==> config.mk <==
export PLATFORM = sky130hd
export DESIGN_NAME = vbf_queue
export DESIGN_NICKNAME = d
export VERILOG_FILES = /design/src/sv/vbf_pkg.sv /design/src/sv/vbf_queue.sv
export SDC_FILE = /design/constraint.sdc
export NUM_CORES = 1
export LEC_CHECK = 0
export ABC_AREA = 1
export BUFFER_PORTS_ARGS = -buffer_cell sky130_fd_sc_hd__buf_2
export CAP_MARGIN = 20
export CORE_MARGIN = 1.5
export CORE_UTILIZATION = 52
export DETAILED_ROUTE_END_ITERATION = 6
export HOLD_SLACK_MARGIN = 0.08
export PLACE_DENSITY = 0.79
export SYNTH_ARGS = -nofsm -noshare
export SYNTH_HDL_FRONTEND = slang
export SYNTH_SLANG_ARGS = --single-unit
export TNS_END_PERCENT = 30
==> constraint.sdc <==
create_clock -name clk_i -period 12.32 [get_ports clk_i]
set_input_delay 2.464 -clock clk_i [delete_from_list [all_inputs] [get_ports clk_i]]
set_output_delay 2.464 -clock clk_i [all_outputs]
set_load 0.005 [all_outputs]
==> src/sv/vbf_pkg.sv <==
// Package for the voxel blend framebuffer: sizes, codes, queue item and status types.
// Used by the interfaces, the front, queue and back stages and the top level.
// Depends on nothing.
package vbf_pkg;

  // Cube geometry; SIDE may range from 2 to 8.
  localparam int SIDE      = 8;
  localparam int VOXELS    = SIDE * SIDE * SIDE;
  localparam int CHAN      = 3;
  localparam int ENTRIES   = VOXELS * CHAN;
  localparam int FRAME_LEN = ENTRIES + 4;
  localparam int ROW_AW    = $clog2(VOXELS);
  localparam int CH_W      = $clog2(CHAN);

  // Field widths.
  localparam int MODE_W    = 2;
  localparam int COORD_W   = 5;
  localparam int LEVEL_W   = 16;
  localparam int IDX_W     = 11;
  localparam int BYTE_W    = 8;
  localparam int CFG_IDX_W = 2;

  // Input mode codes.
  localparam logic [MODE_W-1:0] MODE_SET   = 2'd0;
  localparam logic [MODE_W-1:0] MODE_BLEND = 2'd1;
  localparam logic [MODE_W-1:0] MODE_FILL  = 2'd2;
  localparam logic [MODE_W-1:0] MODE_READ  = 2'd3;

  // Register indexes of the configuration port.
  localparam logic [CFG_IDX_W-1:0] CFG_FRAME_COMMAND = 2'd0;
  localparam logic [CFG_IDX_W-1:0] CFG_FRAME_CHANNEL = 2'd1;

  // Frame header length bytes.
  localparam logic [BYTE_W-1:0] HDR_LEN_HI = BYTE_W'((ENTRIES >> 8) & 255);
  localparam logic [BYTE_W-1:0] HDR_LEN_LO = BYTE_W'(ENTRIES & 255);

  // floor(e/3) = (e * RECIP3) >> 16, exact for any 11-bit e.
  localparam int RECIP3 = 21846;
  // floor(v/257) = (v * RECIP257) >> 24, exact for any 16-bit v.
  localparam int RECIP257 = 65281;

  localparam logic [ROW_AW-1:0] ROW_LAST = ROW_AW'(VOXELS - 1);

  typedef logic [CHAN-1:0][LEVEL_W-1:0] vbf_rgb_t;

  typedef enum logic [2:0] {
    OP_SET,
    OP_BLEND,
    OP_FILL,
    OP_HDR,
    OP_VOX
  } vbf_op_e;

  // One classified operation as it travels from the front to the back.
  typedef struct packed {
    vbf_op_e             op;
    logic [ROW_AW-1:0]   row;
    logic [CH_W-1:0]     chan;
    vbf_rgb_t            color;
    logic [LEVEL_W-1:0]  weight;
    logic [BYTE_W-1:0]   hdr_byte;
    logic                last;
  } vbf_item_t;

  typedef struct packed {
    logic clearing;
    logic filling;
  } vbf_back_st_t;

  typedef enum logic [3:0] {
    ST_CLEAR,
    ST_IDLE,
    ST_FILL,
    ST_BL_MUL,
    ST_BL_ADD,
    ST_WR,
    ST_RD_DIV,
    ST_OUT
  } vbf_state_e;

endpackage

==> src/sv/vbf_queue.sv <==
// Short queue of classified operations between the front and back stages.
// Depends on vbf_pkg.
module vbf_queue import vbf_pkg::*; (
  input  logic      clk_i,
  input  logic      rst_ni,
  input  logic      push_i,
  input  vbf_item_t item_i,
  output logic      full_o,
  input  logic      pop_i,
  output logic      empty_o,
  output vbf_item_t head_o
);

  localparam int DEPTH = 2;
  localparam int PW    = $clog2(DEPTH);

  vbf_item_t       slot_q [DEPTH];
  logic [PW-1:0]   wr_q, wr_d;
  logic [PW-1:0]   rd_q, rd_d;
  logic [PW:0]     cnt_q, cnt_d;

  assign full_o  = (cnt_q == (PW+1)'(DEPTH));
  assign empty_o = (cnt_q == '0);
  assign head_o  = slot_q[rd_q];

  always_comb begin
    wr_d  = wr_q;
    rd_d  = rd_q;
    cnt_d = cnt_q;
    if (push_i) begin
      wr_d = (wr_q == PW'(DEPTH - 1)) ? '0 : wr_q + 1'b1;
    end
    if (pop_i) begin
      rd_d = (rd_q == PW'(DEPTH - 1)) ? '0 : rd_q + 1'b1;
    end
    if (push_i && !pop_i) begin
      cnt_d = cnt_q + 1'b1;
    end else if (pop_i && !push_i) begin
      cnt_d = cnt_q - 1'b1;
    end
  end

  always_ff @(posedge clk_i or negedge rst_ni) begin
    if (!rst_ni) begin
      wr_q  <= '0;
      rd_q  <= '0;
      cnt_q <= '0;
    end else begin
      wr_q  <= wr_d;
      rd_q  <= rd_d;
      cnt_q <= cnt_d;
    end
  end

  always_ff @(posedge clk_i) begin
    if (push_i) begin
      slot_q[wr_q] <= item_i;
    end
  end

endmodule

Yosys cells after proc, flatten, opt, wreduce, memory -nomap -nowiden
Memory sizes are Yosys's and may differ from the RTL's.
Cells that the tools add are included.
Operators by class
  equal/unequal tests: 1
  add/sub/neg operators: 4
  reduce and logical (&&, ||, !) cells: 6
  muxes and demuxes: 6
  shift operators: 0
  div/mod/pow operators: 0
  bitwise gates (word level): 0
  multiply operators: 0
  magnitude comparators: 0
Operators by type and width (count)
  $mux 1: 4
  $mux 2: 2
  $add 1x1->1 const B: 2
  $add 2x1->2 const B: 1
  $eq 2x2->1 const B: 1
  $logic_and 1x1->1: 2
  $logic_not 1->1: 2
  $logic_not 2->1: 1
  $reduce_bool 2->1: 1
  $sub 2x1->2 const B: 1
Word-level totals
  output and inout port bits: 89
  bits in writable memories: 174
  flip-flop bits (word level): 4
  bits in read-only memories: 0
  latch bits: 0
  memories kept: 1
Memories
  slot_q: depth 2, bits a word 87, read ports 1, clocked after memory_dff 0, wr ports 1, line vbf_queue.sv:17  | vbf_item_t slot_q [DEPTH];

Longest topological paths before layout
Gate-level depths: netlist (run 1).
  depth in word-level cells: 4
  depth in mapped cells: 7
  gate-level depth less buffers: 7

Worst setup path before layout (run 1)
No wires, ideal clock.
  kind: input to register
  from: in push_i
  to: mem slot_q[0][0] in the netlist's numbering (enable)
  data required time: 11785 ps
  cell stages on the path: 2
  buffers on the path: 0
  data arrival time: 6148 ps
  setup slack: 5637 ps
  path through: inv_1 nor2_1
On the way
  cells in the longest elaborated chain, start to end: 2
Ends and longest elaborated chain
  start: declaration: line vbf_queue.sv:6  | input logic push_i,
  $mux 1: line vbf_queue.sv:56  | if (push_i) begin
  $mux 1 (implied by the code): line vbf_queue.sv:57  | slot_q[wr_q] <= item_i;
  end: declaration: line vbf_queue.sv:17
Every way passes these cells.

==> flow_summary.ini, run 1 <==
[routing]
avgRoutedWirePerCell_um = 16.9
via_count = 3293
drc = 0
antenna_left = 0
dr.pass1.iters = 4
drt_wl_total_mm = 11.3
via_per_inst = 4.91
drt_iter0_markers = 208

[synthesis]
avgSynthCellArea_um2 = 22.2
synthDistinctLibCells = 14
synthTopCellsByArea = edfxtp_1 80%, mux2_2 11%, mux2_4 4.6%, dfrtp_1 1.5%, buf_6 0.69%
synth_largest_area_cell = edfxtp_1
synthTopCellsByCount = 174 x edfxtp_1, 67 x mux2_2, 20 x mux2_4
synth_flop_cell = edfxtp_1
ys_async_sr_fraction_pct = 2.25
syn_inst = 296
yosysTopAreaCellShare_pct = 79.6
synthesis.nets = 388
synth_edf_count = 174
ys_seq_area_share_pct = 81.2
yosys_warnings = 0
synth_area_um2 = 6560
synth-seq-cells = 178
yosysMostFrequentCell = edfxtp_1

[timing]
rsz0062_at_grt = false
layout_setup_ws_ns = 7.35
period_minus_slack_ns = 4.97
finClkSkew_ns = 0.00544
tightest_slew_ns = 0.814
setup_viol = 0
period_share_pct = 40.3
fmax_ghz = 0.201
setup-tns-final_ns = 0
relSlewSlack_pct = 45.7
hold_viol = 0
finalMaxSlewViolations = 0

[setup_path]
ff2ff_path_depth = 3
crit_chain = buf_4 -> mux2_2 -> buf_2
cp-startpoint = rd_q
timing.rr.start = wr_q
crit_slowest_cell = dfrtp_4
crit_buf_inv = 2
reg2reg_slack_ns = 10.18
path_delay_family = flip-flops
cpPeakStageDelay_ns = 0.82
cp.required_ns = 9.86
crit_arrival_ns = 2.50
cp.depth = 3
start_kind = flip-flop
critPathKind = flip-flop to output port
critical_path.max_fanout = 48
worst_setup_path_end_kind = output port
worstSetupEndpoint = head_o[68]
r2r_end = slot_q[1][77]

[floorplanning]
fp.dieArea_um2 = 13300
die_w_um = 115
fp.dieH_um = 115
io_pins = 180
core_um2 = 12200
rows = 40
start_util_pct = 54.0

[global_route]
grt_pass1_wl_mm = 16.9
antenna_found_initial = 2
grt_use_total_pct = 17.6
grt_overflow = 0
grt_pass1_vias = 3343
grt_max_degree = 88

[power_and_ir_drop]
p_int_w = 0.00138
vdd_drop_max_mv = 0.162
p_leak_nw = 3.20
seqPwrFrac_pct = 46.6
switching_share_pct = 25.4
power.switching_w = 0.000471
pwr-share-clk_pct = 28.8
powerDensity_nw_per_um2 = 224
comb_power_share_pct = 24.6

[cts]
cts_buffers = 17
clock_path_buffers = 2
cts_resized = 0
cts-root-buf = clkbuf_16
clk_latency_ns = 0.42
cts_tree = done
cts_setup_buffers = 0
clk_pin_slew_ns = 0.06
postCtsHoldBufs = 0
cts.sinks = 178
cts_max_level = 4

[layout]
finalNetCount = 580
drive_gt1_share_pct = 60.3
fin_cells = 670
area_delta_synth_final_pct = 25.8
nFillCells = 792

[place]
preCtsSetupSlack_ns = 7.79
dp_cells = 636
portBuffers = 179
gp_congestion = 0.691
dp_hpwl_mm = 7.48

[hold_path]
whs_path_depth = 2
min-delay-path-class = flip-flop to flip-flop

[job]
drv_cap = 0

[status]
outcome = completed
==> cells in the final DEF, fill, tap and decap left out, drive strengths merged <==
cell      count
mux2         87
nor2          3
nand4         1
nand3         1
buf         183
clkbuf       22
bufinv        3
xor2          2
ha            1
edfxtp      174
xnor2         1
nand2         5
diode         1
dfrtp         4
clkinvlp      2
clkinv        6
inv           6
==> kinds of logic (layout without fill, tap and decap cells) <==
logic type	after synthesis	count (layout)	synth area share [%]
adder cells (fa/ha/maj)	1	1	0.191
buffers and inverters	17	222	1.54
flip-flops	178	178	81.2
other	0	1	0
XOR/XNOR	3	3	0.401
AND/OR/NAND/NOR	10	10	0.629
multiplexers	87	87	16.1
==> worst reg2reg max path, stage by stage (launching register included) <==
cell and delay (ns):
dfrtp_1 0.43, nand2_1 0.11, clkinv_2 0.57, buf_4 0.63
==> cell type report <==
type / count / area, um2 / share of cell area (%)
Antenna cell: 1 / 2.50 / 0.0303
Clock buffer: 22 / 464 / 5.62
Clock inverter: 10 / 134 / 1.62
Inverter: 7 / 27.5 / 0.333
Multi-Input combinational cell: 101 / 1140 / 13.8
Sequential cell: 178 / 5330 / 64.5
Tap cell: 168 / 210 / 2.55
Timing Repair Buffer: 183 / 946 / 11.5
==> per-layer routing <==
metal	up-vias	GRT usage [%]	part of all wire (%)
met3	19	8.96	9.9
met1	1581	21.0	40
met2	141	27.2	48
met5	-	0	0.14
li1	1550	-	-
met4	2	7.65	2.1
==> worst min path at each step <==
| stage | endpoint | slack, ns | startpoint |
|---|---|---|---|
| finish | cnt_q[1] | 0.54 | cnt_q[1] |
| global route | cnt_q[1] | 0.54 | cnt_q[1] |
| CTS | cnt_q[1] | 0.52 | cnt_q[1] |
| detailed placement | cnt_q[1] | 0.51 | cnt_q[1] |
| global placement | cnt_q[1] | 0.48 | cnt_q[1] |
| floorplan | cnt_q[1] | 0.46 | cnt_q[1] |
==> state kept, by name (all words and copies together) (netlist names) <==
register,flops
slot_q,174
rd_q,1
cnt_q,2
wr_q,1
==> power by group through the flow <==
stage | Clock [W] | Sequential, W | Combinational [W]
floorplan | 0 | 0.000848 | 0.000312
global placement | 0 | 0.000871 | 0.000452
detailed placement | 0 | 0.000879 | 0.000456
CTS | 0.000544 | 0.000867 | 0.000458
global route | 0.000570 | 0.000875 | 0.000497
finish | 0.000534 | 0.000863 | 0.000456
==> stage by stage <==
step | power (W) | instance area (um2) | hold WS, ns | util, %
detailed placement | 0.00133 | 7630 | 0.509 | 62.7
global route | 0.00194 | 8250 | 0.537 | 67.9
floorplan | 0.00116 | 6560 | 0.463 | -
CTS | 0.00187 | 8230 | 0.524 | 67.6
finish | 0.00185 | 8260 | 0.536 | 67.9
global placement | 0.00132 | 7630 | 0.479 | 62.7
No activity file was read; power rests on OpenSTA's default activity.
==> run 2, diff against run 1 <==
--- a/config.mk
+++ b/config.mk
@@ -9,10 +9,10 @@
 export BUFFER_PORTS_ARGS = -buffer_cell sky130_fd_sc_hd__buf_2
 export CAP_MARGIN = 20
 export CORE_MARGIN = 1.5
-export CORE_UTILIZATION = 52
+export CORE_UTILIZATION = 47
 export DETAILED_ROUTE_END_ITERATION = 6
 export HOLD_SLACK_MARGIN = 0.08
-export PLACE_DENSITY = 0.79
+export PLACE_DENSITY = 0.76
 export SYNTH_ARGS = -nofsm -noshare
 export SYNTH_HDL_FRONTEND = slang
 export SYNTH_SLANG_ARGS = --single-unit
==> constraint.sdc (replaced) <==
create_clock -name clk_i -period 4.2 [get_ports clk_i]
set_input_delay 0.84 -clock clk_i [delete_from_list [all_inputs] [get_ports clk_i]]
set_output_delay 0.84 -clock clk_i [all_outputs]
set_load 0.005 [all_outputs]
==> flow_summary.ini, run 2 (synthesized netlist as in run 1, its figures left out) <==
[status]
outcome = completed

[place]
dp_hpwl_mm = 7.35
place_area_um2 = 7670
gp_congestion = 0.665
portBuffers = 179

[floorplanning]
rows = 42
fp.dieArea_um2 = 14700
fp.dieH_um = 121
start_util_pct = 48.8
die_w_um = 121
io_pins = 180
core_um2 = 13500

[layout]
largestRegisters = slot_q x174, cnt_q x2
nFillCells = 1034
final_util_pct = 61.5
area_delta_synth_final_pct = 26.1
finalNetCount = 579
largest_reg_flops = 174
drive_gt1_share_pct = 60.8
layout_common_cells = 179 x buf_2, 174 x edfxtp_1, 67 x mux2_2, 20 x mux2_4, 17 x clkbuf_16
design_area_um2 = 8270
diodes = 0
final_common_cell = buf_2
regMostFlops = slot_q

[cts]
cts-root-buf = clkbuf_16
cts_resized = 0
clk_pin_slew_ns = 0.07
cts_buffers = 17
cts_setup_buffers = 0
cts_max_level = 4
cts_tree = done
postCtsHoldBufs = 0
cts.sinks = 178
clock_path_buffers = 2
clk_latency_ns = 0.41

[setup_path]
worst_setup_path_end_kind = output port
start_kind = flip-flop
crit_slowest_cell = dfrtp_4
critPathKind = flip-flop to output port
cpPeakStageDelay_ns = 0.83
crit_chain = buf_12 -> mux2_2 -> buf_2
cp.required_ns = 3.36
critical_path.max_fanout = 45
reg2reg_slack_ns = 2.40
crit_arrival_ns = 2.12

[routing]
dr.pass1.iters = 6
avgRoutedWirePerCell_um = 16.2
met3_length_um = 801
drt_wl_total_mm = 11.0
wl_met1_mm = 4.26
topRoutingLayerUsed = met4
antenna_left = 0
drt_iter0_markers = 146
route.met2.wl_mm = 5.69
via_count = 3320
via_per_inst = 4.91
drc = 0

[timing]
holdWs_ns = 0.228
fmax_ghz = 0.337
finalMaxSlewViolations = 0
finClkSkew_ns = 0.00558
rsz0062_at_grt = false
setup_viol = 0
period_minus_slack_ns = 2.96
tightest_slew_ns = 0.649
period_share_pct = 70.6
hold_viol = 0
setup-tns-final_ns = 0
relSlewSlack_pct = 56.6

[global_route]
grt_pass1_wl_mm = 16.6
grt_max_degree = 68
grt_pass1_vias = 3457
grt_use_total_pct = 15.3
grt_overflow = 0
antenna_found_initial = 0

[power_and_ir_drop]
seqPwrFrac_pct = 46.7
vdd_drop_max_mv = 0.404
pwr-share-clk_pct = 28.7
p_int_w = 0.00399
switching_share_pct = 26.3
p_leak_nw = 3.20
comb_power_share_pct = 24.6
power.switching_w = 0.00143
powerDensity_nw_per_um2 = 655

[hold_path]
min-delay-path-class = input pin to asynchronous set/reset pin

[job]
drv_cap = 0
==> run 2: changes by cell type in the layout (fill, tap and decap cells not counted), sizes merged <==
cell	previous run	this run
inv	6	12
clkbuf	22	17
buf	183	182
bufinv	3	2
diode	1	0
==> run 2: worst max-delay path, delay by kind of cell (launching register included) <==
kind / cells / cell delay, ns
buf+inv: 2 / 0.48
flops: 1 / 0.83
mux: 1 / 0.38
==> run 2: per-layer routing <==
metal / GRT usage (%) / vias up
li1: - / 1554
met1: 16.9 / 1631
met2: 26.5 / 121
met3: 5.17 / 14
met4: 7.21 / 0
met5: 0 / -
==> run 2: area by class of cell <==
class | count | area (um2) | area share (%)
clock buffer | 17 | 425 | 5.14
inverter | 7 | 27.5 | 0.333
tap | 176 | 220 | 2.66
multi-input combinational | 101 | 1140 | 13.8
timing repair buffer | 182 | 956 | 11.6
sequential | 178 | 5330 | 64.4
clock inverter | 15 | 174 | 2.10
==> run 2: final timing paths <==
kind                           from            end  cells past startpoint
hold reg to reg            cnt_q[1]       cnt_q[1]                      2
min in group clk_i         cnt_q[1]       cnt_q[1]                      2
setup / recovery               rd_q     head_o[30]                      3
max in group asynchronous    rst_ni           rd_q                      1
setup reg to reg               wr_q  slot_q[0][47]                      2
hold / removal               rst_ni           wr_q                      1
==> run 2: per-stage QoR <==
stage / power, W / setup slack [ns] / cells
2_1_floorplan: 0.00339 / 0.652 / 296
3_3_place_gp: 0.00389 / 1.65 / 644
3_5_place_dp: 0.00394 / 1.62 / 644
4_1_cts: 0.00550 / 1.17 / 676
5_1_grt: 0.00568 / 1.10 / 676
6_report: 0.00542 / 1.24 / 676
==> run 2: power by group through the flow <==
stage / Clock (W) / Sequential, W / Combinational, W
after floorplan: 0 / 0.00247 / 0.000917
after global placement: 0 / 0.00256 / 0.00133
after detailed placement: 0 / 0.00258 / 0.00136
after CTS: 0.00159 / 0.00254 / 0.00136
after global routing: 0.00166 / 0.00257 / 0.00145
final: 0.00156 / 0.00253 / 0.00133
==> run 3, diff against run 2 <==
--- a/config.mk
+++ b/config.mk
@@ -9,10 +9,10 @@
 export BUFFER_PORTS_ARGS = -buffer_cell sky130_fd_sc_hd__buf_2
 export CAP_MARGIN = 20
 export CORE_MARGIN = 1.5
-export CORE_UTILIZATION = 47
+export CORE_UTILIZATION = 52
 export DETAILED_ROUTE_END_ITERATION = 6
 export HOLD_SLACK_MARGIN = 0.08
-export PLACE_DENSITY = 0.76
+export PLACE_DENSITY = 0.79
 export SYNTH_ARGS = -nofsm -noshare
 export SYNTH_HDL_FRONTEND = slang
 export SYNTH_SLANG_ARGS = --single-unit
==> constraint.sdc (replaced) <==
create_clock -name clk_i -period 2.85 [get_ports clk_i]
set_input_delay 0.57 -clock clk_i [delete_from_list [all_inputs] [get_ports clk_i]]
set_output_delay 0.57 -clock clk_i [all_outputs]
set_load 0.005 [all_outputs]
==> flow_summary.ini, run 3 (synthesized netlist as in run 1, its figures left out) <==
[timing]
layout_setup_ws_ns = 0.447
finClkSkew_ns = 0.00741
period_minus_slack_ns = 2.40
relSlewSlack_pct = 50.2
tightest_slew_ns = 0.747
fmax_ghz = 0.416
finalMaxSlewViolations = 0
setup_viol = 0
period_share_pct = 84.3
rsz0062_at_grt = false
hold_viol = 0
setup-tns-final_ns = 0

[layout]
nFillCells = 814
regMostFlops = slot_q
diodes = 0
finalNetCount = 583
drive_gt1_share_pct = 59.3
largestRegisters = slot_q x174, cnt_q x2
layout_common_cells = 179 x buf_2, 174 x edfxtp_1, 67 x mux2_2, 20 x mux2_4, 17 x clkbuf_16
largest_reg_flops = 174
area_delta_synth_final_pct = 25.7
final_common_cell = buf_2

[floorplanning]
start_util_pct = 54.0
io_pins = 180
fp.dieH_um = 115
core_um2 = 12200
die_w_um = 115
fp.dieArea_um2 = 13300
rows = 40

[setup_path]
critical_path.max_fanout = 39
start_kind = flip-flop
cp.required_ns = 2.28
critPathKind = flip-flop to output port
crit_chain = buf_4 -> mux2_2 -> buf_2
crit_arrival_ns = 1.83
worst_setup_path_end_kind = output port
cpPeakStageDelay_ns = 0.46
crit_slowest_cell = buf_4

[place]
portBuffers = 179
gp_congestion = 0.658
preCtsSetupSlack_ns = 0.859
dp_hpwl_mm = 7.27

[power_and_ir_drop]
vdd_drop_max_mv = 0.508
p_leak_nw = 3.19
powerDensity_nw_per_um2 = 965
report.power.total_w = 0.00796

[cts]
cts_max_level = 4
cts.sinks = 178
clock_path_buffers = 2
cts_setup_buffers = 0
cts_buffers = 17
cts-root-buf = clkbuf_16
cts_tree = done
clk_pin_slew_ns = 0.06
clk_latency_ns = 0.42

[routing]
drc = 0
via_per_inst = 4.93
drt_iter0_markers = 191
drt_wl_total_mm = 11.0
dr.pass1.iters = 5
via_count = 3312
avgRoutedWirePerCell_um = 16.4
antenna_left = 0

[status]
outcome = completed

[global_route]
grt_pass1_wl_mm = 15.9
grt_overflow = 0
grt_use_total_pct = 16.4
grt_max_degree = 58
grt_pass1_vias = 3311
antenna_found_initial = 1

[hold_path]
min-delay-path-class = input pin to flip-flop

[job]
drv_cap = 0
## run 3: cell types whose count changed in the layout (fill, tap and decap cells not counted), moves of 2 or more
cell      change
buf_12        -2
buf_4         +5
clkbuf_1      +4
clkinv_1      +4
clkinv_4      -5
inv_6         -4
## run 3: worst paths after layout
path                       startpoint             to  slack, ns  cells after the start
setup reg to reg                 wr_q  slot_q[0][46]       1.30                      2
hold / removal              item_i[1]   slot_q[0][1]       0.34                      1
hold reg to reg              cnt_q[1]       cnt_q[1]       0.53                      2
min in group asynchronous      rst_ni       cnt_q[0]       0.52                      2
setup / recovery                 rd_q     head_o[70]       0.45                      3
max in group asynchronous      rst_ni           rd_q       2.19                      2
## run 3: where the power goes
part | internal [W] | switching [W] | total [W] | leakage [nW]
Clock | 0.00137 | 0.000871 | 0.00224 | 0.268
Sequential | 0.00348 | 0.000129 | 0.00361 | 1.68
Combinational | 0.00109 | 0.00102 | 0.00211 | 1.25
## run 3: area by class of cell
cell class | count | area (um2) | share of cell area, %
clock buffers | 21 | 440 | 5.34
clock inverters | 11 | 136 | 1.65
inverters | 7 | 27.5 | 0.334
multi-input cells | 101 | 1140 | 13.8
flip-flops and latches | 178 | 5330 | 64.6
well taps | 168 | 210 | 2.55
repair buffers | 186 | 963 | 11.7
## run 3: through the flow
stage / utilization, % / instances / cell area, um2 / hold WS, ns
after floorplan: - / 296 / 6570 / 0.274
after global placement: 63.0 / 639 / 7660 / 0.377
after detailed placement: 63.0 / 639 / 7660 / 0.383
after CTS: 67.8 / 672 / 8250 / 0.318
after global routing: 67.8 / 672 / 8250 / 0.320
final: 67.8 / 672 / 8250 / 0.337
## run 3: per-layer routing
layer | wire length (um) | share of wire (%) | global-route usage [%] | vias up
met5 | 13 | 0.12 | 0 | -
met4 | 153 | 1.4 | 8.40 | 2
met3 | 782 | 7.1 | 7.12 | 15
met2 | 5770 | 52 | 27.1 | 118
met1 | 4290 | 39 | 18.2 | 1630
li1 | - | - | - | 1547
## run 3: what timing repair did
| action | in CTS | in global routing |
|---|---|---|
| hold buffers | 1 | 0 |
| endpoints found under the setup margin | 0 | 0 |
| hold endpoints to repair | 4 | 0 |
| resized for setup | 0 | 0 |
## run 3: worst max-delay path, delay by kind of cell, from the launching register on
kind	cells	cell delay [ns]
DFF	1	0.42
muxes	1	0.40
buffers and inverters	2	0.59
